File: config.mk
export PLATFORM = sky130hd
export DESIGN_NAME = dce_pipe
export DESIGN_NICKNAME = d
export VERILOG_FILES = /design/src/design/dce_pkg.sv /design/src/design/dce_pipe.sv
export SDC_FILE = /design/constraint.sdc
export NUM_CORES = 2
export LEC_CHECK = 0
export ABC_AREA = 1
export BUFFER_PORTS_ARGS = -buffer_cell sky130_fd_sc_hd__buf_2
export CAP_MARGIN = 20
export CORE_MARGIN = 2
export CORE_UTILIZATION = 45
export CTS_BUF_LIST = sky130_fd_sc_hd__clkbuf_8
export DETAILED_ROUTE_END_ITERATION = 16
export PLACE_DENSITY = 0.67
export REMOVE_ABC_BUFFERS = 1
export SETUP_SLACK_MARGIN = 0.4
export SLEW_MARGIN = 30
export SYNTH_ARGS = -nofsm -noshare
export SYNTH_HDL_FRONTEND = slang
export SYNTH_SLANG_ARGS = --single-unit
File: constraint.sdc
create_clock -name clk -period 23.9 [get_ports clk]
set_input_delay 2.39 -clock clk [delete_from_list [all_inputs] [get_ports clk]]
set_output_delay 2.39 -clock clk [all_outputs]
set_load 0.005 [all_outputs]
File: src/design/dce_pkg.sv
package dce_pkg;

  localparam int MAX_ROWS_DEF = 1024;
  localparam int VALUE_W      = 32;
  localparam int FRAC_W       = 16;
  localparam int PROD_W       = 2 * VALUE_W;
  localparam int DIFF_W       = PROD_W - FRAC_W + 1;
  localparam int INDEX_W      = 10;
  localparam int ROWS_W       = 11;
  localparam int EPOCH_W      = 6;

  localparam logic [ROWS_W-1:0] ROWS_RESET = ROWS_W'(1024);
  localparam logic signed [VALUE_W-1:0] ONE_Q = VALUE_W'(1) << FRAC_W;

  // operation codes
  localparam logic [2:0] OP_LOAD  = 3'd0;
  localparam logic [2:0] OP_BEGIN = 3'd1;
  localparam logic [2:0] OP_ENTRY = 3'd2;
  localparam logic [2:0] OP_END   = 3'd3;
  localparam logic [2:0] OP_CLEAR = 3'd4;

  // status codes
  localparam logic [1:0] ST_OK       = 2'd0;
  localparam logic [1:0] ST_RANGE    = 2'd1;
  localparam logic [1:0] ST_NO_DIAG  = 2'd2;
  localparam logic [1:0] ST_SAT      = 2'd3;

  typedef struct packed {
    logic rd;
    logic wr;
    logic clear;
  } store_req_t;

  typedef struct packed {
    logic                      fixed;
    logic signed [VALUE_W-1:0] value;
  } store_rsp_t;

  typedef struct packed {
    logic [2:0]                op;
    logic                      in_range;
    logic                      diag;
    logic signed [VALUE_W-1:0] value;
  } item_t;

endpackage

File: src/design/dce_pipe.sv
module dce_pipe (
  input  logic                               clk,
  input  logic                               rst,
  input  logic                               push,
  input  dce_pkg::item_t                     item,
  input  dce_pkg::store_rsp_t                rsp,
  input  logic                               result_stall,
  output logic                               ready,
  output logic                               result_valid,
  output logic signed [dce_pkg::VALUE_W-1:0] result_value,
  output logic [1:0]                         status
);

  localparam int VW = dce_pkg::VALUE_W;
  localparam int DW = dce_pkg::DIFF_W;

  logic                       v1;
  dce_pkg::item_t             it1;

  logic                       v2;
  dce_pkg::item_t             it2;
  logic                       fix2;
  logic signed [VW-1:0]       fv2;
  logic signed [dce_pkg::PROD_W-1:0] prod2;
  logic signed [dce_pkg::PROD_W-1:0] prod;

  logic                       en1;
  logic                       en2;

  // row state
  logic signed [VW-1:0]       acc;
  logic                       row_fixed;
  logic                       diag_seen;
  logic                       sat_seen;
  logic                       row_bad;

  logic signed [VW-1:0]       acc_next;
  logic                       row_fixed_next;
  logic                       diag_seen_next;
  logic                       sat_seen_next;
  logic                       row_bad_next;
  logic                       has_res;
  logic signed [VW-1:0]       res_val;
  logic [1:0]                 res_st;

  logic signed [DW-1:0]       diff;
  logic                       fits;
  logic signed [VW-1:0]       diff_sat;

  assign en2   = v2 && (!result_valid || !result_stall);
  assign en1   = v1 && (!v2 || en2);
  assign ready = !v1 || en1;

  assign prod = it1.value * rsp.value;

  always_ff @(posedge clk) begin
    if (rst) begin
      v1 <= 1'b0;
      v2 <= 1'b0;
    end else begin
      if (push) begin
        v1 <= 1'b1;
      end else if (en1) begin
        v1 <= 1'b0;
      end
      if (en1) begin
        v2 <= 1'b1;
      end else if (en2) begin
        v2 <= 1'b0;
      end
    end
  end

  always_ff @(posedge clk) begin
    if (push) begin
      it1 <= item;
    end
    if (en1) begin
      it2   <= it1;
      fix2  <= rsp.fixed;
      fv2   <= rsp.value;
      prod2 <= prod;
    end
  end

  // floor of product in Q16.16 is an arithmetic shift
  assign diff = DW'(acc) - DW'(prod2 >>> dce_pkg::FRAC_W);
  assign fits = (&diff[DW-1:VW-1]) || !(|diff[DW-1:VW-1]);

  always_comb begin
    if (fits) begin
      diff_sat = diff[VW-1:0];
    end else if (diff[DW-1]) begin
      diff_sat = {1'b1, {(VW-1){1'b0}}};
    end else begin
      diff_sat = {1'b0, {(VW-1){1'b1}}};
    end
  end

  always_comb begin
    acc_next       = acc;
    row_fixed_next = row_fixed;
    diag_seen_next = diag_seen;
    sat_seen_next  = sat_seen;
    row_bad_next   = row_bad;
    has_res        = 1'b0;
    res_val        = '0;
    res_st         = dce_pkg::ST_OK;
    unique case (it2.op)
      dce_pkg::OP_LOAD: begin
        has_res = 1'b1;
        res_st  = it2.in_range ? dce_pkg::ST_OK : dce_pkg::ST_RANGE;
      end
      dce_pkg::OP_BEGIN: begin
        acc_next       = it2.value;
        row_fixed_next = it2.in_range && fix2;
        diag_seen_next = 1'b0;
        sat_seen_next  = 1'b0;
        row_bad_next   = !it2.in_range;
        has_res        = !it2.in_range;
        res_st         = dce_pkg::ST_RANGE;
      end
      dce_pkg::OP_ENTRY: begin
        has_res = 1'b1;
        if (!it2.in_range) begin
          res_val = it2.value;
          res_st  = dce_pkg::ST_RANGE;
        end else if (row_fixed) begin
          if (it2.diag) begin
            diag_seen_next = 1'b1;
            res_val        = dce_pkg::ONE_Q;
          end
        end else if (fix2) begin
          acc_next = diff_sat;
          if (!fits) begin
            sat_seen_next = 1'b1;
            res_st        = dce_pkg::ST_SAT;
          end
        end else begin
          res_val = it2.value;
        end
      end
      dce_pkg::OP_END: begin
        has_res = 1'b1;
        if (row_bad) begin
          res_val = acc;
          res_st  = dce_pkg::ST_RANGE;
        end else if (row_fixed) begin
          res_val = fv2;
          res_st  = diag_seen ? dce_pkg::ST_OK : dce_pkg::ST_NO_DIAG;
        end else begin
          res_val = acc;
          res_st  = sat_seen ? dce_pkg::ST_SAT : dce_pkg::ST_OK;
        end
      end
      default: begin
        has_res = 1'b0;
      end
    endcase
  end

  always_ff @(posedge clk) begin
    if (rst) begin
      acc          <= '0;
      row_fixed    <= 1'b0;
      diag_seen    <= 1'b0;
      sat_seen     <= 1'b0;
      row_bad      <= 1'b0;
      result_valid <= 1'b0;
    end else begin
      if (en2) begin
        acc          <= acc_next;
        row_fixed    <= row_fixed_next;
        diag_seen    <= diag_seen_next;
        sat_seen     <= sat_seen_next;
        row_bad      <= row_bad_next;
        result_valid <= has_res;
      end else if (!result_stall) begin
        result_valid <= 1'b0;
      end
    end
  end

  always_ff @(posedge clk) begin
    if (en2 && has_res) begin
      result_value <= res_val;
      status       <= res_st;
    end
  end

endmodule

# After elaboration in Yosys (flattened, before gate mapping)
# Index checks and enable logic that the tools add are counted.
word_totals:
  latch_bits: 0
  ff_bits: 244
  mem_bits_ro: 0
  ram_bits: 0
  in_bits: 74
  elab_cells: 97
  memories: 0
op_classes:
  div: 0
  addsub: 1
  n_mul: 1
  n_reduce_logical: 25
  muxes: 39
  bitwise: 0
  n_shift: 0
  magnitude_cmp: 0
  n_eq_ne: 10
op_table:
  columns: ["cell", "n"]
  rows:
  - ["32-bit 2-to-1 mux", 10]
  - ["32-bit one-hot mux with 2 select lines", 2]
  - ["32-bit by 32-bit multiplier with 64-bit output", 1]
  - ["32-bit by 48-bit subtractor with 49-bit output", 1]
  - ["18-bit AND reduction", 1]
  - ["18-bit OR reduction", 1]
  - ["17-bit 2-to-1 mux", 1]
  - ["2-bit 2-to-1 mux", 8]
  - ["1-bit 2-to-1 mux", 14]
  - ["2-bit inequality test (second input constant)", 6]
  - ["5-bit AND reduction", 2]
  - ["2-bit one-hot mux with 4 select lines", 1]
  - ["3-bit by 2-bit == test with 1-bit output (second input constant)", 2]
  - ["1-bit zero test", 6]
  - ["1-bit one-hot mux with 2 select lines", 3]
  - ["6-bit AND reduction", 1]
  - ["2-bit nonzero test", 3]
  - ["1-bit logical AND", 4]
  - ["1-bit logical OR", 4]
  - ["3-bit by 1-bit == test with 1-bit output (second input constant)", 1]
  - ["3-bit zero test", 1]
  - ["3-bit OR reduction", 1]
  - ["2-bit by 1-bit inequality test with 1-bit output (second input constant)", 1]
  - ["2-bit AND reduction", 1]

# Depth between registers and ports, before layout
logic_depth:
  word_depth: 9
  mapped_depth: 31
  ltp_nobuf: 30

# Worst setup path after synthesis
# No wires, ideal clock.
synth_timing:
  kind: "input -> register"
  from: "input port rsp[7] (netlist name)"
  to: "register prod2[61] (netlist name) (data pin)"
  setup_time_ps: 258
  required_ps: 23642
  arrival_ps: 8902
  n_path_buf: 1
  slack_ps: 14740
  stages: 29
  path_cell_list: "clkbuf_1 nand2_1 inv_1 fa_1 inv_1 fa_1 inv_1 fa_1 fa_1 inv_1 fa_1 inv_1 fa_1 inv_1 fa_1 inv_1 fa_1 ha_1 nand2_1 nor2_1 inv_1 nor2_1 nand2_1 nor3_1 nand2_1 o211ai_1 nand2_1 nand3_1 xor2_1"
synth_between:
  elab_chain_len: 1
synth_lines:
  columns: ["element", "line_no", "rtl"]
  rows:
  - ["start, declared", "dce_pipe.sv:6", "input dce_pkg::store_rsp_t rsp,"]
  - ["32-bit by 32-bit multiplier with 64-bit output", "dce_pipe.sv:54", "assign prod = it1.value * rsp.value;"]
  - ["named net prod (one bit)", "dce_pipe.sv:25", "logic signed [dce_pkg::PROD_W-1:0] prod;"]
  - ["end signal, assigned", "dce_pipe.sv:82", "prod2 <= prod;"]
  - ["end, declared", "dce_pipe.sv:24", "logic signed [dce_pkg::PROD_W-1:0] prod2;"]
# The timed path passes the listed nets, and every way through them passes these cells.
# A chain may end at the register's enable or synchronous reset.

# Worst setup path in the final report
layout_timing:
  from: "input port rsp[5] (netlist name)"
  to: "register prod2[61] (netlist name) (data pin)"
# Same word-level chain as after synthesis.

==> impl_metrics.xml <==
<?xml version="1.0" encoding="UTF-8"?>
<metrics>
  <group name="cts">
    <metric name="number_of_buffers_created_by_cts" unit="">42</metric>
    <metric name="clkLatencyLatePin" unit="ns">0.66</metric>
    <metric name="cts_root_buf" unit="">sky130_fd_sc_hd__clkbuf_8</metric>
    <metric name="clock_sinks" unit="">228</metric>
    <metric name="cts_max_level" unit="">2</metric>
    <metric name="cts_tree" unit="">done</metric>
    <metric name="post-cts-setup-buffers" unit="">0</metric>
    <metric name="postCtsHoldBufs" unit="">0</metric>
    <metric name="clkTransAtPathRegs" unit="ns">0.06</metric>
    <metric name="cts_resized" unit="">0</metric>
    <metric name="maximum_buffer_depth_of_the_clock_tree" unit="">3</metric>
  </group>
  <group name="drt">
    <metric name="drc" unit="">0</metric>
    <metric name="drt-wirelength-per-cell" unit="µm">18.62</metric>
    <metric name="drt_wirelength" unit="µm">142600</metric>
    <metric name="drt_pass1_iterations" unit="">5</metric>
    <metric name="ant_nets" unit="">0</metric>
    <metric name="num_vias" unit="">38527</metric>
    <metric name="drt_iter0_markers" unit="">2703</metric>
    <metric name="route.detailed.vias_per_inst" unit="">5.032</metric>
  </group>
  <group name="final_layout">
    <metric name="multi_input_logic_area" unit="mm²">0.03560</metric>
    <metric name="sequential_standard_cell_area" unit="mm²">0.006456</metric>
    <metric name="post_route_cells_drive_above_1_share" unit="%">5.319</metric>
    <metric name="fillers" unit="">10755</metric>
    <metric name="finalInstanceArea" unit="mm²">0.05281</metric>
    <metric name="final_net_count" unit="">7520</metric>
    <metric name="post_layout_nonfiller_instances" unit="">7657</metric>
    <metric name="area_growth_syn_to_layout" unit="%">5.997</metric>
  </group>
  <group name="logic_synthesis">
    <metric name="syn_area_per_cell" unit="µm²">8.122</metric>
    <metric name="synth_cell_type_count" unit="">48</metric>
    <metric name="synth_edf_count" unit="">189</metric>
    <metric name="synth_flop_cell" unit="">sky130_fd_sc_hd__edfxtp_1</metric>
    <metric name="postSynthCellCount" unit="">6135</metric>
    <metric name="netlist.area_leader.share" unit="%">43.47</metric>
    <metric name="yosysWarnings" unit="">0</metric>
    <metric name="synth.cell_area" unit="mm²">0.04983</metric>
    <metric name="flops_latches_synth" unit="">228</metric>
    <metric name="synth.top_cells.by_area" unit="">sky130_fd_sc_hd__fa_1, sky130_fd_sc_hd__inv_1, sky130_fd_sc_hd__nand2_1</metric>
    <metric name="synthArstFlopShare" unit="%">0</metric>
    <metric name="synth_seq_area_share" unit="%">12.96</metric>
    <metric name="synth_top_area_cell" unit="">sky130_fd_sc_hd__fa_1</metric>
  </group>
  <group name="timing">
    <metric name="slew_violations" unit="">0</metric>
    <metric name="slew_headroom" unit="%">36.82</metric>
    <metric name="max_slew.worst_pin.slew" unit="ns">0.9358</metric>
    <metric name="hold_violations" unit="">0</metric>
    <metric name="unrepaired_setup_endpoints_after_global_routing" unit="">no</metric>
    <metric name="finalSetupTns" unit="ns">0</metric>
    <metric name="layout_worst_path_cycle_share" unit="%">40.45</metric>
    <metric name="fmax" unit="MHz">103.4</metric>
    <metric name="final_period_minus_worst_setup_slack" unit="ns">9.668</metric>
    <metric name="hold-worst-slack" unit="ns">0.4206</metric>
    <metric name="timing.clock.skew" unit="ns">0.05107</metric>
    <metric name="final-setup-viol-count" unit="">0</metric>
  </group>
  <group name="die">
    <metric name="die_height" unit="µm">336.8</metric>
    <metric name="floorplan.core_area" unit="mm²">0.1102</metric>
    <metric name="floorplan.initialDensity" unit="%">45.21</metric>
    <metric name="fp.dieArea" unit="mm²">0.1134</metric>
    <metric name="die_w" unit="µm">336.8</metric>
    <metric name="std_cell_rows" unit="">122</metric>
    <metric name="pin_count" unit="">110</metric>
  </group>
  <group name="run">
    <metric name="maxCapViolations" unit="">0</metric>
  </group>
  <group name="place">
    <metric name="placedCellCount" unit="">7579</metric>
    <metric name="area_post_placement" unit="mm²">0.05194</metric>
    <metric name="port_buffers" unit="">109</metric>
    <metric name="post-dp-hpwl" unit="µm">110700</metric>
    <metric name="finalWeightedCongestion" unit="">0.9631</metric>
  </group>
  <group name="global_routing">
    <metric name="grt_residual_overflow" unit="">0</metric>
    <metric name="grt_first_pass_wirelength" unit="µm">228600</metric>
    <metric name="antenna_found_initial" unit="">6</metric>
    <metric name="grt_max_degree" unit="">81</metric>
    <metric name="global_route.usage.total" unit="%">26.31</metric>
    <metric name="first_global_vias" unit="">41384</metric>
  </group>
  <group name="worst_hold_path">
    <metric name="hold_path_class" unit="">flop to flop</metric>
    <metric name="timing.hold.worst.start" unit="">it1[32]</metric>
  </group>
  <group name="outcome">
    <metric name="status" unit="">completed</metric>
  </group>
  <group name="critical_path">
    <metric name="worst_path_slowest_cell" unit="">sky130_fd_sc_hd__fa_1</metric>
    <metric name="cp_num_buf_inv" unit="">10</metric>
    <metric name="critical_path_fanouts_max" unit="">33</metric>
    <metric name="critical_path.startpoint_type" unit="">primary input</metric>
    <metric name="crit_start" unit="">rsp[5]</metric>
    <metric name="cp_data_arrival_time" unit="ns">10.08</metric>
    <metric name="worstSetupPathType" unit="">primary input to flop</metric>
    <metric name="critPathRequiredTime" unit="ns">24.31</metric>
    <metric name="crit_path_end_kind" unit="">flop</metric>
    <metric name="crit-reg2reg-launch" unit="">it1[31]</metric>
    <metric name="cpLargestDelayFamily" unit="">adder cells</metric>
    <metric name="crit_path_max_incr_delay" unit="ns">0.82</metric>
  </group>
</metrics>
[layout by cell type, fill, tap and decap left out, types with 12 or more instances in the layout]
| master | count |
|---|---|
| sky130_fd_sc_hd__a21oi_1 | 189 |
| sky130_fd_sc_hd__a31oi_1 | 26 |
| sky130_fd_sc_hd__buf_2 | 109 |
| sky130_fd_sc_hd__buf_4 | 76 |
| sky130_fd_sc_hd__clkbuf_8 | 47 |
| sky130_fd_sc_hd__dfxtp_1 | 39 |
| sky130_fd_sc_hd__edfxtp_1 | 189 |
| sky130_fd_sc_hd__fa_1 | 1082 |
| sky130_fd_sc_hd__ha_1 | 228 |
| sky130_fd_sc_hd__inv_1 | 1826 |
| sky130_fd_sc_hd__inv_2 | 19 |
| sky130_fd_sc_hd__nand2_1 | 1644 |
| sky130_fd_sc_hd__nand2_2 | 12 |
| sky130_fd_sc_hd__nand3_1 | 99 |
| sky130_fd_sc_hd__nand4_1 | 36 |
| sky130_fd_sc_hd__nor2_1 | 208 |
| sky130_fd_sc_hd__nor2_2 | 28 |
| sky130_fd_sc_hd__nor3_1 | 14 |
| sky130_fd_sc_hd__o21ai_0 | 83 |
| sky130_fd_sc_hd__o22ai_1 | 30 |
| sky130_fd_sc_hd__xnor2_1 | 37 |
| sky130_fd_sc_hd__xor2_1 | 57 |
[registers in the layout, summed over array words and instances, names as in the netlist, 2 cells and up]
| name | count |
|---|---|
| prod2 | 48 |
| it1 | 37 |
| it2 | 37 |
| acc | 32 |
| fv2 | 32 |
| result_value | 32 |
| status | 2 |
[metrics by stage]
step | utilization, % | worst slack, ns
finish | 47.92 | 14.23
global route | 47.92 | 13.74
global placement | 47.13 | 13.53
floorplan | - | 14.85
CTS | 47.89 | 14.21
detailed placement | 47.13 | 13.50
[layer usage]
metal / track usage [%] / vias up / share of wire, %
met1: 33.44 / 19327 / 40
li1: - / 17490 / -
met5: 0 / - / 0.025
met2: 45.51 / 1437 / 49
met3: 4.716 / 267 / 7.9
met4: 8.340 / 6 / 3.2
[path summary, 6_finish.rpt]
kind	to	slack [ns]	depth (start not counted)
max	prod2[61]	14.23	30
min	it2[32]	0.42	0
min reg2reg	it2[32]	0.42	0
max reg2reg	prod2[61]	15.71	29
[cells in the mapped netlist, types with 4 or more instances]
library cell and n:
sky130_fd_sc_hd__inv_1 1814, sky130_fd_sc_hd__nand2_1 1645, sky130_fd_sc_hd__fa_1 1082, sky130_fd_sc_hd__ha_1 228
sky130_fd_sc_hd__clkbuf_1 222, sky130_fd_sc_hd__nor2_1 211, sky130_fd_sc_hd__a21oi_1 189, sky130_fd_sc_hd__edfxtp_1 189
sky130_fd_sc_hd__nand3_1 99, sky130_fd_sc_hd__o21ai_0 83, sky130_fd_sc_hd__xor2_1 57, sky130_fd_sc_hd__dfxtp_1 39
sky130_fd_sc_hd__xnor2_1 37, sky130_fd_sc_hd__nand4_1 36, sky130_fd_sc_hd__o22ai_1 30, sky130_fd_sc_hd__a31oi_1 26
sky130_fd_sc_hd__nor2_2 25, sky130_fd_sc_hd__inv_2 19, sky130_fd_sc_hd__nor3_1 15, sky130_fd_sc_hd__nand2_2 11
sky130_fd_sc_hd__a21o_1 9, sky130_fd_sc_hd__o21a_1 9, sky130_fd_sc_hd__o21bai_1 7, sky130_fd_sc_hd__nor3_2 6
sky130_fd_sc_hd__o211ai_1 5, sky130_fd_sc_hd__or2_2 5, sky130_fd_sc_hd__clkinv_1 4
[logic make-up (layout without fill, tap and decap cells)]
group	after synthesis	in the layout	synth area share, %
xor gates and xnor gates	95	95	1.685
DFF	228	228	12.96
adders and majority gates	1310	1310	49.20
other	0	2	0
AOI/OAI and AO/OA	369	369	4.073
and+or+nand+nor	2066	2066	16.45
buffers and inverters	2067	2099	15.64
[final cells by class]
type                    count  area share [%]
clock inverters            28          0.3625
inverters                1837           13.06
clock buffers              47           1.225
multi-input cells        3840           67.41
flip-flops and latches    228           12.22
repair buffers            187           2.187
diodes                      2        0.009476
well taps                1488           3.525
Power is left out: the tool's default activity adds up to more than one toggle a clock period on the data nets, which glitch-free logic cannot reach.
